`config.mk`:
```
export PLATFORM = sky130hd
export DESIGN_NAME = stochastic_oscillator_unit_flat
export DESIGN_NICKNAME = d
export VERILOG_FILES = /design/src/stoch_pkg.sv /design/src/stoch_if.sv /design/src/stoch_ring.sv /design/src/stoch_div.sv /design/src/stochastic_oscillator_unit.sv /design/src/flat_wrapper.sv
export SDC_FILE = /design/constraint.sdc
export NUM_CORES = 2
export LEC_CHECK = 0
export ABC_AREA = 0
export BUFFER_PORTS_ARGS = -buffer_cell sky130_fd_sc_hd__buf_4
export CAP_MARGIN = 20
export CORE_MARGIN = 2
export CORE_UTILIZATION = 57
export CTS_BUF_LIST = sky130_fd_sc_hd__clkbuf_8
export DETAILED_ROUTE_END_ITERATION = 10
export PLACE_DENSITY_LB_ADDON = 0.3
export SYNTH_ARGS = -nofsm -noshare
export SYNTH_HDL_FRONTEND = slang
export SYNTH_SLANG_ARGS = --single-unit
export TNS_END_PERCENT = 20
```
`constraint.sdc`:
```
create_clock -name clock -period 6.1 [get_ports clock]
set_input_delay 1.83 -clock clock [delete_from_list [all_inputs] [get_ports clock]]
set_output_delay 1.83 -clock clock [all_outputs]
set_load 0.02 [all_outputs]
```
`src/stoch_pkg.sv`:
```
package stoch_pkg;

   // Widths fixed by the price and result formats
   localparam int PRICE_W     = 32;
   localparam int CFG_W       = 7;
   localparam int FRAC_BITS   = 16;
   localparam int FRAC_W      = FRAC_BITS + 1;
   localparam int WINDOW_DEF  = 64;
   localparam logic [CFG_W-1:0] WINDOW_RESET = 7'd14;
   localparam logic [FRAC_W-1:0] FRAC_ONE   = 17'h10000;

   // One ring entry: the high and low of a bar
   typedef struct packed {
      logic [PRICE_W-1:0] high;
      logic [PRICE_W-1:0] low;
   } bar_type;

endpackage

```
`src/stoch_if.sv`:
```
interface stoch_req_if;
   logic                           valid;
   logic                           ready;
   logic [stoch_pkg::PRICE_W-1:0]  high_price;
   logic [stoch_pkg::PRICE_W-1:0]  low_price;
   logic [stoch_pkg::PRICE_W-1:0]  close_price;

   modport source (output valid, output high_price, output low_price,
                   output close_price, input ready);
   modport sink   (input valid, input high_price, input low_price,
                   input close_price, output ready);
endinterface

interface stoch_rsp_if;
   logic                           valid;
   logic                           ready;
   logic                           result_valid;
   logic [stoch_pkg::FRAC_W-1:0]   stoch_fraction;
   logic                           flat_range;

   modport source (output valid, output result_valid, output stoch_fraction,
                   output flat_range, input ready);
   modport sink   (input valid, input result_valid, input stoch_fraction,
                   input flat_range, output ready);
endinterface

```
`src/stoch_ring.sv`:
```
module stoch_ring #(
   parameter int DEPTH = stoch_pkg::WINDOW_DEF
) (
   input  logic                      clock,
   input  logic                      wr_en,
   input  logic [$clog2(DEPTH)-1:0]  wr_addr,
   input  stoch_pkg::bar_type        wr_bar,
   input  logic                      rd_en,
   input  logic [$clog2(DEPTH)-1:0]  rd_addr,
   output stoch_pkg::bar_type        rd_bar
);

   stoch_pkg::bar_type mem [DEPTH];
   stoch_pkg::bar_type rd_bar_ff;

   // Write the incoming bar
   always_ff @(posedge clock) begin
      if (wr_en) begin
         mem[wr_addr] <= wr_bar;
      end
   end

   // Registered read port
   always_ff @(posedge clock) begin
      if (rd_en) begin
         rd_bar_ff <= mem[rd_addr];
      end
   end

   assign rd_bar = rd_bar_ff;

endmodule

```
`src/stoch_div.sv`:
```
module stoch_div (
   input  logic                                clock,
   input  logic                                reset,
   input  logic                                start,
   input  logic [stoch_pkg::PRICE_W-1:0]       dividend,
   input  logic [stoch_pkg::PRICE_W-1:0]       divisor,
   output logic                                done,
   output logic [stoch_pkg::FRAC_BITS-1:0]     quotient
);

   localparam int STEPS = stoch_pkg::FRAC_BITS;
   localparam int CNT_W = $clog2(STEPS + 1);
   localparam int W     = stoch_pkg::PRICE_W;

   logic [W:0]       rem_ff, rem_in;
   logic [W-1:0]     den_ff, den_in;
   logic [STEPS-1:0] quo_ff, quo_in;
   logic [CNT_W-1:0] cnt_ff, cnt_in;
   logic             done_ff, done_in;
   logic [W:0]       shifted;
   logic [W:0]       diff;

   // One restoring step a cycle; the dividend stays below the divisor
   always_comb begin
      rem_in  = rem_ff;
      den_in  = den_ff;
      quo_in  = quo_ff;
      cnt_in  = cnt_ff;
      done_in = 1'b0;
      shifted = {rem_ff[W-1:0], 1'b0};
      diff    = shifted - {1'b0, den_ff};
      if (start) begin
         rem_in = {1'b0, dividend};
         den_in = divisor;
         quo_in = '0;
         cnt_in = CNT_W'(STEPS);
      end else if (cnt_ff != '0) begin
         if (shifted >= {1'b0, den_ff}) begin
            rem_in = diff;
            quo_in = {quo_ff[STEPS-2:0], 1'b1};
         end else begin
            rem_in = shifted;
            quo_in = {quo_ff[STEPS-2:0], 1'b0};
         end
         cnt_in  = cnt_ff - 1'b1;
         done_in = (cnt_ff == CNT_W'(1));
      end
   end

   always_ff @(posedge clock) begin
      if (reset) begin
         cnt_ff  <= '0;
         done_ff <= 1'b0;
      end else begin
         cnt_ff  <= cnt_in;
         done_ff <= done_in;
      end
   end

   always_ff @(posedge clock) begin
      rem_ff <= rem_in;
      den_ff <= den_in;
      quo_ff <= quo_in;
   end

   assign done     = done_ff;
   assign quotient = quo_ff;

endmodule

```
`src/stochastic_oscillator_unit.sv`:
```
// From request transfer to response transfer a bar passes a scan of older ring entries
// (windows 0 and 1 read none), evaluate, the divide, hand-off and the output register.
// A warm-up bar skips scan and divide; a flat or out-of-range bar skips the divide. A new
// bar is taken only once the previous one has been handed to the output register.
// Reset (synchronous, active high) clears pointer, bar count and handshakes
// and sets window_length to 14; ring contents are left as they are.
module stochastic_oscillator_unit #(
   parameter int WINDOW_MAX = stoch_pkg::WINDOW_DEF
) (
   input  logic                          clock,
   input  logic                          reset,
   stoch_req_if.sink                     req_chan,
   stoch_rsp_if.source                   rsp_chan,
   input  logic                          csr_write_enable,
   input  logic [stoch_pkg::CFG_W-1:0]   csr_write_data
);

   localparam int PTR_W = $clog2(WINDOW_MAX);
   localparam int LEN_W = $clog2(WINDOW_MAX + 1);
   localparam int CNT_W = $clog2(WINDOW_MAX + 2);
   localparam int PW    = stoch_pkg::PRICE_W;
   localparam int FW    = stoch_pkg::FRAC_W;

   localparam logic [2:0] S_IDLE = 3'd0;
   localparam logic [2:0] S_SCAN = 3'd1;
   localparam logic [2:0] S_EVAL = 3'd2;
   localparam logic [2:0] S_DIV  = 3'd3;
   localparam logic [2:0] S_PUT  = 3'd4;

   logic [2:0]                 state_ff, state_in;
   logic [stoch_pkg::CFG_W-1:0] window_ff, window_in;
   logic [PTR_W-1:0]           wr_ptr_ff, wr_ptr_in;
   logic [PTR_W-1:0]           rd_ptr_ff, rd_ptr_in;
   logic [CNT_W-1:0]           bars_ff, bars_in;
   logic [LEN_W-1:0]           left_ff, left_in;
   logic                       pending_ff, pending_in;
   logic                       valid_ff, valid_in;
   logic [PW-1:0]              close_ff, close_in;
   logic [PW-1:0]              highest_ff, highest_in;
   logic [PW-1:0]              lowest_ff, lowest_in;
   logic [FW-1:0]              frac_ff, frac_in;
   logic                       flat_ff, flat_in;
   logic                       rsp_valid_ff, rsp_valid_in;
   logic                       rsp_result_ff, rsp_result_in;
   logic [FW-1:0]              rsp_frac_ff, rsp_frac_in;
   logic                       rsp_flat_ff, rsp_flat_in;

   logic                       accept;
   logic [LEN_W-1:0]           len_eff;
   logic [CNT_W-1:0]           bars_next;
   logic                       rd_en;
   logic                       load_rsp;
   logic                       div_start;
   logic                       div_done;
   logic [stoch_pkg::FRAC_BITS-1:0] div_quo;
   stoch_pkg::bar_type         wr_bar;
   stoch_pkg::bar_type         rd_bar;

   assign accept = req_chan.valid && req_chan.ready;
   assign req_chan.ready = (state_ff == S_IDLE);

   // Clamp the window and advance the saturating bar count
   always_comb begin
      if (32'(window_ff) > 32'(WINDOW_MAX)) begin
         len_eff = LEN_W'(WINDOW_MAX);
      end else begin
         len_eff = LEN_W'(window_ff);
      end
      if (32'(bars_ff) < 32'(WINDOW_MAX + 1)) begin
         bars_next = bars_ff + 1'b1;
      end else begin
         bars_next = bars_ff;
      end
   end

   assign wr_bar.high = req_chan.high_price;
   assign wr_bar.low  = req_chan.low_price;

   stoch_ring #(
      .DEPTH (WINDOW_MAX)
   ) u_ring (
      .clock   (clock),
      .wr_en   (accept),
      .wr_addr (wr_ptr_ff),
      .wr_bar  (wr_bar),
      .rd_en   (rd_en),
      .rd_addr (rd_ptr_ff),
      .rd_bar  (rd_bar)
   );

   stoch_div u_div (
      .clock    (clock),
      .reset    (reset),
      .start    (div_start),
      .dividend (close_ff - lowest_ff),
      .divisor  (highest_ff - lowest_ff),
      .done     (div_done),
      .quotient (div_quo)
   );

   // Sequencer: write bar, scan older entries, evaluate, divide, hand off
   always_comb begin
      state_in      = state_ff;
      window_in     = window_ff;
      wr_ptr_in     = wr_ptr_ff;
      rd_ptr_in     = rd_ptr_ff;
      bars_in       = bars_ff;
      left_in       = left_ff;
      pending_in    = 1'b0;
      valid_in      = valid_ff;
      close_in      = close_ff;
      highest_in    = highest_ff;
      lowest_in     = lowest_ff;
      frac_in       = frac_ff;
      flat_in       = flat_ff;
      rd_en         = 1'b0;
      div_start     = 1'b0;
      load_rsp      = 1'b0;

      if (csr_write_enable) begin
         window_in = csr_write_data;
      end

      unique case (state_ff)
         S_IDLE: begin
            if (accept) begin
               close_in   = req_chan.close_price;
               highest_in = req_chan.high_price;
               lowest_in  = req_chan.low_price;
               bars_in    = bars_next;
               valid_in   = (bars_next > CNT_W'(len_eff));
               if (wr_ptr_ff == PTR_W'(WINDOW_MAX - 1)) begin
                  wr_ptr_in = '0;
               end else begin
                  wr_ptr_in = wr_ptr_ff + 1'b1;
               end
               if (wr_ptr_ff == '0) begin
                  rd_ptr_in = PTR_W'(WINDOW_MAX - 1);
               end else begin
                  rd_ptr_in = wr_ptr_ff - 1'b1;
               end
               if (len_eff == '0) begin
                  left_in = '0;
               end else begin
                  left_in = len_eff - 1'b1;
               end
               if (bars_next > CNT_W'(len_eff)) begin
                  state_in = S_SCAN;
               end else begin
                  state_in = S_EVAL;
               end
            end
         end
         S_SCAN: begin
            // Issue one read a cycle, fold the data that returns
            if (left_ff != '0) begin
               rd_en      = 1'b1;
               pending_in = 1'b1;
               left_in    = left_ff - 1'b1;
               if (rd_ptr_ff == '0) begin
                  rd_ptr_in = PTR_W'(WINDOW_MAX - 1);
               end else begin
                  rd_ptr_in = rd_ptr_ff - 1'b1;
               end
            end
            if (pending_ff) begin
               if (rd_bar.high > highest_ff) begin
                  highest_in = rd_bar.high;
               end
               if (rd_bar.low < lowest_ff) begin
                  lowest_in = rd_bar.low;
               end
            end
            if (left_ff == '0 && !pending_ff) begin
               state_in = S_EVAL;
            end
         end
         S_EVAL: begin
            frac_in  = '0;
            flat_in  = 1'b0;
            state_in = S_PUT;
            if (!valid_ff) begin
               frac_in = '0;
            end else if (highest_ff <= lowest_ff) begin
               flat_in = 1'b1;
            end else if (close_ff <= lowest_ff) begin
               frac_in = '0;
            end else if (close_ff >= highest_ff) begin
               frac_in = stoch_pkg::FRAC_ONE;
            end else begin
               div_start = 1'b1;
               state_in  = S_DIV;
            end
         end
         S_DIV: begin
            if (div_done) begin
               frac_in  = {1'b0, div_quo};
               state_in = S_PUT;
            end
         end
         S_PUT: begin
            if (!rsp_valid_ff || rsp_chan.ready) begin
               load_rsp = 1'b1;
               state_in = S_IDLE;
            end
         end
         default: begin
            state_in = S_IDLE;
         end
      endcase
   end

   // Output register: hold until the response transfers
   always_comb begin
      rsp_valid_in  = rsp_valid_ff;
      rsp_result_in = rsp_result_ff;
      rsp_frac_in   = rsp_frac_ff;
      rsp_flat_in   = rsp_flat_ff;
      if (load_rsp) begin
         rsp_valid_in  = 1'b1;
         rsp_result_in = valid_ff;
         rsp_frac_in   = frac_ff;
         rsp_flat_in   = flat_ff;
      end else if (rsp_chan.ready) begin
         rsp_valid_in = 1'b0;
      end
   end

   always_ff @(posedge clock) begin
      if (reset) begin
         state_ff     <= S_IDLE;
         window_ff    <= stoch_pkg::WINDOW_RESET;
         wr_ptr_ff    <= '0;
         bars_ff      <= '0;
         left_ff      <= '0;
         pending_ff   <= 1'b0;
         rsp_valid_ff <= 1'b0;
      end else begin
         state_ff     <= state_in;
         window_ff    <= window_in;
         wr_ptr_ff    <= wr_ptr_in;
         bars_ff      <= bars_in;
         left_ff      <= left_in;
         pending_ff   <= pending_in;
         rsp_valid_ff <= rsp_valid_in;
      end
   end

   always_ff @(posedge clock) begin
      rd_ptr_ff     <= rd_ptr_in;
      valid_ff      <= valid_in;
      close_ff      <= close_in;
      highest_ff    <= highest_in;
      lowest_ff     <= lowest_in;
      frac_ff       <= frac_in;
      flat_ff       <= flat_in;
      rsp_result_ff <= rsp_result_in;
      rsp_frac_ff   <= rsp_frac_in;
      rsp_flat_ff   <= rsp_flat_in;
   end

   assign rsp_chan.valid          = rsp_valid_ff;
   assign rsp_chan.result_valid   = rsp_result_ff;
   assign rsp_chan.stoch_fraction = rsp_frac_ff;
   assign rsp_chan.flat_range     = rsp_flat_ff;

endmodule

```
`src/flat_wrapper.sv`:
```
// flat-port wrapper written by rule: the top's interface ports become plain ports
module stochastic_oscillator_unit_flat 
#(
   parameter int WINDOW_MAX = stoch_pkg::WINDOW_DEF
)
  (clock, reset, csr_write_enable, csr_write_data, req_chan_valid, req_chan_high_price, req_chan_low_price, req_chan_close_price, req_chan_ready, rsp_chan_valid, rsp_chan_result_valid, rsp_chan_stoch_fraction, rsp_chan_flat_range, rsp_chan_ready);
  stoch_req_if req_chan_i ();
  stoch_rsp_if rsp_chan_i ();
  input  logic clock;
  input  logic reset;
  input  logic csr_write_enable;
  input  logic [stoch_pkg::CFG_W-1:0] csr_write_data;
  input wire logic [$bits(req_chan_i.valid)-1:0] req_chan_valid;
  input wire logic [$bits(req_chan_i.high_price)-1:0] req_chan_high_price;
  input wire logic [$bits(req_chan_i.low_price)-1:0] req_chan_low_price;
  input wire logic [$bits(req_chan_i.close_price)-1:0] req_chan_close_price;
  output wire logic [$bits(req_chan_i.ready)-1:0] req_chan_ready;
  output wire logic [$bits(rsp_chan_i.valid)-1:0] rsp_chan_valid;
  output wire logic [$bits(rsp_chan_i.result_valid)-1:0] rsp_chan_result_valid;
  output wire logic [$bits(rsp_chan_i.stoch_fraction)-1:0] rsp_chan_stoch_fraction;
  output wire logic [$bits(rsp_chan_i.flat_range)-1:0] rsp_chan_flat_range;
  input wire logic [$bits(rsp_chan_i.ready)-1:0] rsp_chan_ready;
  assign req_chan_i.valid = req_chan_valid;
  assign req_chan_i.high_price = req_chan_high_price;
  assign req_chan_i.low_price = req_chan_low_price;
  assign req_chan_i.close_price = req_chan_close_price;
  assign req_chan_ready = req_chan_i.ready;
  assign rsp_chan_valid = rsp_chan_i.valid;
  assign rsp_chan_result_valid = rsp_chan_i.result_valid;
  assign rsp_chan_stoch_fraction = rsp_chan_i.stoch_fraction;
  assign rsp_chan_flat_range = rsp_chan_i.flat_range;
  assign rsp_chan_i.ready = rsp_chan_ready;
  stochastic_oscillator_unit #(.WINDOW_MAX(WINDOW_MAX)) u_core (.clock(clock), .reset(reset), .req_chan(req_chan_i), .rsp_chan(rsp_chan_i), .csr_write_enable(csr_write_enable), .csr_write_data(csr_write_data));
endmodule
```
After elaboration in Yosys (flattened, before gate mapping)
Memory sizes are Yosys's and may differ from the RTL's. A register that Yosys moved wholly into a read port is not among the register bits.
Index checks and enable logic that the tools add are counted.

storage, ports and cells
  memories kept = 1
  logic and storage cells = 138
  input bits = 108
  memory bits (writable) = 4,096
  bits in registers = 258

operators by class
  mux-type cells = 56
  bitwise logic cells = 1
  $lt $le $gt $ge = 9
  reduce and logical (&&, ||, !) cells = 24
  add/sub/neg operators = 10
  equal/unequal tests = 14

memory list
  memory             depth  bits a word  rd ports  clocked after Yosys merged registers in  wr ports  line              text
  u_core.u_ring.mem  64     64           1         1                                        1         stoch_ring.sv:13  stoch_pkg::bar_type mem [DEPTH];

operator list
  operator             count
  $mux 32              9
  $pmux 32 s2          2
  $sub 32x32->32       3
  $mux 17              5
  $le 32x32->1         2
  $mux 7               5
  $pmux 17 s2          1
  $ge 33x32->1         1
  $ge 32x32->1         1
  $gt 32x32->1         1
  $lt 32x32->1         1
  $mux 6               5
  $mux 3               8
  $mux 1               15
  $pmux 3 s5           1
  $logic_not 7->1      2
  $pmux 7 s2           1
  $sub 7x1->7 const B  2
  $logic_not 6->1      2
  $ne 2x1->1 const B   6
  $pmux 6 s2           1
  $reduce_and 4->1     3
  $sub 6x1->6 const B  2
  $mux 5               2
  25 further kinds     33

Logic depth before layout (Yosys ltp)
  depth in word-level cells = 7
  depth in mapped cells = 15

Cells and area by module
Synthesis repeated with hierarchy kept, for this count alone.

unflattened totals
  cells, all modules = 8,581
  area, all modules = 175,148.0 um2

by module, submodules not included
  module                      instances  sequential area each (um2)  cells an instance  area an instance (um2)
  stoch_ring                  1          124,919.8                   6,598              156,971.8
  stochastic_oscillator_unit  1          4,844.6                     1,402              12,754.7
  stoch_div                   1          2,362.3                     581                5,421.4

Worst setup path after synthesis
No wires, ideal clock.

  path kind = input port to flip-flop
  from = input port req_chan_valid
  to = memory u_core.u_ring.mem[31][0] in the netlist's numbering (enable)
  stages on the path = 4
  arrival time = 5,203 ps
  path buffers = 1
  setup slack = 409 ps
  path through = and3_1 > clkbuf_1 > nand3_1 > nor2_1

between the ends
  longest elaborated chain between the ends = 3

ends and longest elaborated chain
  element                       line                              text
  from (decl)                   flat_wrapper.sv:13                input wire logic [$bits(req_chan_i.valid)-1:0] req_chan_valid;
  $logic_and 1x1->1             stochastic_oscillator_unit.sv:59  assign accept = req_chan.valid && req_chan.ready;
  $mux 1                        stoch_ring.sv:18                  if (wr_en) begin
  $mux 1 (not written as such)  stoch_ring.sv:19                  mem[wr_addr] <= wr_bar;
  to (decl)                     stoch_ring.sv:13

No other way between the ends.

Final worst setup path
  from = register u_core.highest_ff[30]
  to = register u_core.u_div.rem_ff[29] (data pin)

between the ends
  longest elaborated chain between the ends = 7

ends and longest elaborated chain
  element                      line                               text
  from (decl)                  stochastic_oscillator_unit.sv:39   logic [PW-1:0] highest_ff, highest_in;
  from (signal assigned)       stochastic_oscillator_unit.sv:253  highest_ff <= highest_in;
  $ge 32x32->1                 stochastic_oscillator_unit.sv:188  end else if (close_ff >= highest_ff) begin
  $mux 1                       stochastic_oscillator_unit.sv:188
  $mux 1                       stochastic_oscillator_unit.sv:186  end else if (close_ff <= lowest_ff) begin
  $mux 1 (*)                   stochastic_oscillator_unit.sv:184  end else if (highest_ff <= lowest_ff) begin
  $mux 1 (*)                   stochastic_oscillator_unit.sv:182  if (!valid_ff) begin
  $mux 1 (*)                   stochastic_oscillator_unit.sv:124  unique case (state_ff)
  $mux 32 (*)                  stoch_div.sv:32                    if (start) begin
  via u_core.u_div.rem_in[29]  stoch_div.sv:15                    logic [W:0] rem_ff, rem_in;
  to (signal assigned)         stoch_div.sv:61                    rem_ff <= rem_in;
  to (decl)                    stoch_div.sv:15

Mark *: on every way through the listed nets, which the timed path passes. The rest lies on a longest branch.
A chain may end at the register's enable or synchronous reset.

==> key figures <==
Clock network
  • Post_cts resized: 0
  • Worst-path clk slew: 0.06 ns
  • Clock Latency Late Sink: 1.22 ns
  • Total CTS buffers: 683
  • Postcts setup bufs: 0
  • CTS tree: done
  • Depth of the CTS H-tree: 6
  • Hold_buf cts: 0
  • Clk root buf: clkbuf_8
  • CTS max path bufs: 4
  • Clk sinks: 4418

STA
  • Worst-margin pin slew: between 1 and 1.5 ns
  • Setup TNS: 0 ns
  • Max Transition Viols Final: 0
  • Worst hold slack: 0.418 ns
  • RSZ-0062 raised after global routing: no
  • Final hold violation count: 0
  • Final min period: 4.18 ns
  • Worst-case clock skew: 0.0670 ns
  • Final count of negative-setup-slack endpoints: 0
  • Highest Clock Rate: 240 MHz
  • Worst slew margin: 0.288
  • Final Cycle Share: 0.684

GRT
  • Global-route wire length before repair: 648000 um
  • Initial antenna violation count: 42
  • Number of global-route vias before repair: 87.7k
  • GRT Util Overall: 0.297
  • Pin count of the biggest net entering global routing: 134
  • Congestion Overflow GR: 0

Power
  • Clock power share: 0.339
  • Worst VDD drop: roughly 0.00022 V
  • Internal power: 48.8 mW
  • Seq pwr share: 0.519
  • Logic pwr share: 0.141
  • Switching Share: 0.262
  • Psw: 17.4 mW
  • PwrDens: 339 nW/um2
  • Cell leakage power: 64.6 nW

Synth
  • Synthesized cell area: 175000 um2
  • Mapped Avg Cell Area: 21.9 um2
  • Mapped Cells: about 8k
  • Synth Warn #: 0
  • Primary FF master, synth: edfxtp_1
  • Post-synth EDFFs: 4364
  • Async set or reset register ratio after synthesis: 0
  • Sequential share of the synthesized area: 0.754
  • Post-synthesis cell type count: 92
  • Post-Syn Nets: between 8k and 9k
  • #FFs+latches synth: 4418

Worst setup path
  • CP startpoint kind: flop
  • Cell Chain, Critical Path: inv_1 -> ha_1 -> a21oi_1 -> nand2_1 -> a221oi_1 -> nand3_1 -> o21ai_0 -> nand2_1 -> nor2_4 -> buf_4 -> mux2_2
  • Critical Path Max Stage Delay: around 0.65 ns
  • Largest delay share family, worst path: compound AO/OA/AOI/OAI gates
  • CP required: 7.06 ns
  • Reg2reg path depth: 11
  • Reg-to-Reg Start: u_core.highest_ff[30]
  • CP startpoint: u_core.highest_ff[30]
  • Crit path kind: reg -> reg
  • Worst-path maximum fanout: 28
  • Crit path DAT: 5.14 ns
  • CP max stage cell: nor2_4
  • Crit end category: flop
  • Reg-to-reg endpoint: u_core.u_div.rem_ff[29]
  • Crit-path most repeated cell: nand2_1
  • CP Depth: 11
  • Reg2reg setup slack: 1.92 ns
  • WP buf/inv: 2

Routing
  • Vias per inst: 6.68
  • Final WL: 461000 um
  • Drt initial violations: about 14k
  • Routed WL per cell: 34.6 um
  • Drt drc: 2
  • Post-route ant nets: 0
  • DRT Pass-1 Iters: 11
  • Routed via count: roughly 89k

Floorplan
  • I/O pins: 129
  • Die area: around 310000 um2
  • Die width: between 500 and 600 um
  • Die Height: 558 um
  • Initial core utilization: 0.573
  • Row count: 203
  • Core box area: between 300000 and 400000 um2

Placement
  • DP Area: 183000 um2
  • DP HPWL: 270000 um
  • Gp weighted congestion: 0.897
  • # port buffers: 128

Final layout
  • Share of layout cells above drive strength 1: 0.278
  • Design Area, Final: 195000 um2
  • Nets: approximately 9k
  • Filler Cell Count: 20.0k
  • Area grow syn2layout: 11.4%

Worst hold path
  • Min-Delay Endpoint: u_core.rsp_chan.stoch_fraction[4]
  • Hold Crit Class: reg -> reg
  • Cells on Worst Hold Path: 0
  • Worst Hold Launch: u_core.frac_ff[4]

Run status
  • Outcome: finished with violations
  • Failing checks: design-rule violations

Flow run
  • MaxCap Viol Count: 0
flip-flops by register name, indices dropped and copies added, names as in the netlist, 3 cells and up:
signal / cells
u_core.window_ff: 7
u_core.u_ring.rd_bar: 64
u_core.u_div.cnt_ff: 5
u_core.rsp_chan.stoch_fraction: 17
u_core.u_div.den_ff: 32
u_core.u_div.quotient: 16
u_core.lowest_ff: 32
u_core.bars_ff: 7
u_core.state_ff: 3
u_core.left_ff: 7
u_core.wr_ptr_ff: 6
u_core.u_ring.mem: 4096
u_core.close_ff: 32
u_core.highest_ff: 32
u_core.u_div.rem_ff: 32
u_core.rd_ptr_ff: 6
u_core.frac_ff: 17
Yosys cell counts, types with 13 or more instances:
library cell / instances / area (um2)
and2_1: 27 / 169
edfxtp_1: 4364 / 131000
clkbuf_1: 177 / 664
mux4_2: 1266 / 28500
a21o_1: 67 / 503
nor2b_1: 28 / 175
nand2b_1: 17 / 106
o21a_1: 21 / 158
nand3_1: 34 / 170
a31oi_1: 16 / 100
nor2_1: 167 / 627
buf_1: 52 / 195
o22ai_1: 28 / 175
xnor2_1: 71 / 622
a211oi_1: 18 / 135
and3_1: 13 / 81.3
nor3_1: 33 / 165
o21ai_0: 92 / 460
buf_2: 127 / 636
nand2_1: 355 / 1330
a21oi_1: 154 / 771
ha_1: 211 / 2640
mux2i_1: 127 / 1270
dfxtp_1: 54 / 1080
nand4_1: 32 / 200
o221ai_1: 43 / 377
inv_1: 138 / 518
o211ai_1: 15 / 113
xor2_1: 36 / 315
o21ai_1: 14 / 70.1
routing by layer:
layer,vias up,share of wire,GRT usage
met1,46800,0.38,0.438
met5,-,0.00025,0
met4,16,0.029,0.0899
met2,6293,0.46,0.442
met3,755,0.13,0.0780
li1,35200,-,-
placed cells by master (no fill, tap or decap), types with 127 or more instances in the layout:
cell type	instances
a21oi_1	154
ha_1	211
mux4_2	1266
edfxtp_1	4364
clkinv_1	194
nand2_1	354
mux2i_1	127
buf_4	302
inv_1	359
clkbuf_8	690
power groups by stage:
stage	sequential, mW	combinational [mW]	clock (mW)
4_1_cts	34.4	9.27	22.8
3_5_place_dp	35.0	9.23	0
6_report	34.4	9.35	22.5
2_1_floorplan	34.9	5.91	0
3_3_place_gp	35.0	9.07	0
5_1_grt	34.4	9.88	24.1
cells by family (layout without fill, tap and decap cells):
logic type,Yosys count,after routing,share of synthesized area
xor+xnor,107,107,0.00535
mux,1406,1406,0.171
buf+inv,516,1730,0.0126
flops,4418,4418,0.754
compound gates,562,562,0.0213
simple gates,773,773,0.0202
fa+ha+maj,214,214,0.0154
other cells,0,18,0
worst max-delay path by stage:
stage | to | slack, ns
floorplan | u_core.u_ring.mem[31][0] | 0.41
global route | u_core.u_div.rem_ff[29] | 1.63
CTS | u_core.u_div.rem_ff[29] | 1.80
global placement | u_core.u_ring.mem[33][10] | 1.56
finish | u_core.u_div.rem_ff[29] | 1.92
detailed placement | u_core.u_ring.mem[46][2] | 1.58
layout make-up:
class | count | area (um2) | share of cell area
Antenna cell | 18 | 45.0 | 0.000231
Clock buffer | 690 | 9500 | 0.0487
Clock inverter | 525 | 2700 | 0.0139
Inverter | 142 | 546 | 0.00280
Multi-Input combinational cell | 3062 | 41300 | 0.212
Sequential cell | 4418 | 132000 | 0.677
Tap cell | 4100 | 5130 | 0.0263
Timing Repair Buffer | 373 | 3650 | 0.0187
stage by stage:
stage / utilization / worst slack (ns) / power (mW) / cells
floorplan: - / 0.409 / 40.8 / 7996
global placement: 0.598 / 1.56 / 44.0 / 12100
detailed placement: 0.598 / 1.58 / 44.2 / 12100
CTS: 0.638 / 1.80 / 66.4 / 13300
global route: 0.638 / 1.63 / 68.3 / 13300
finish: 0.638 / 1.92 / 66.2 / 13300
Note: power is estimated with default switching activity, not from simulation.
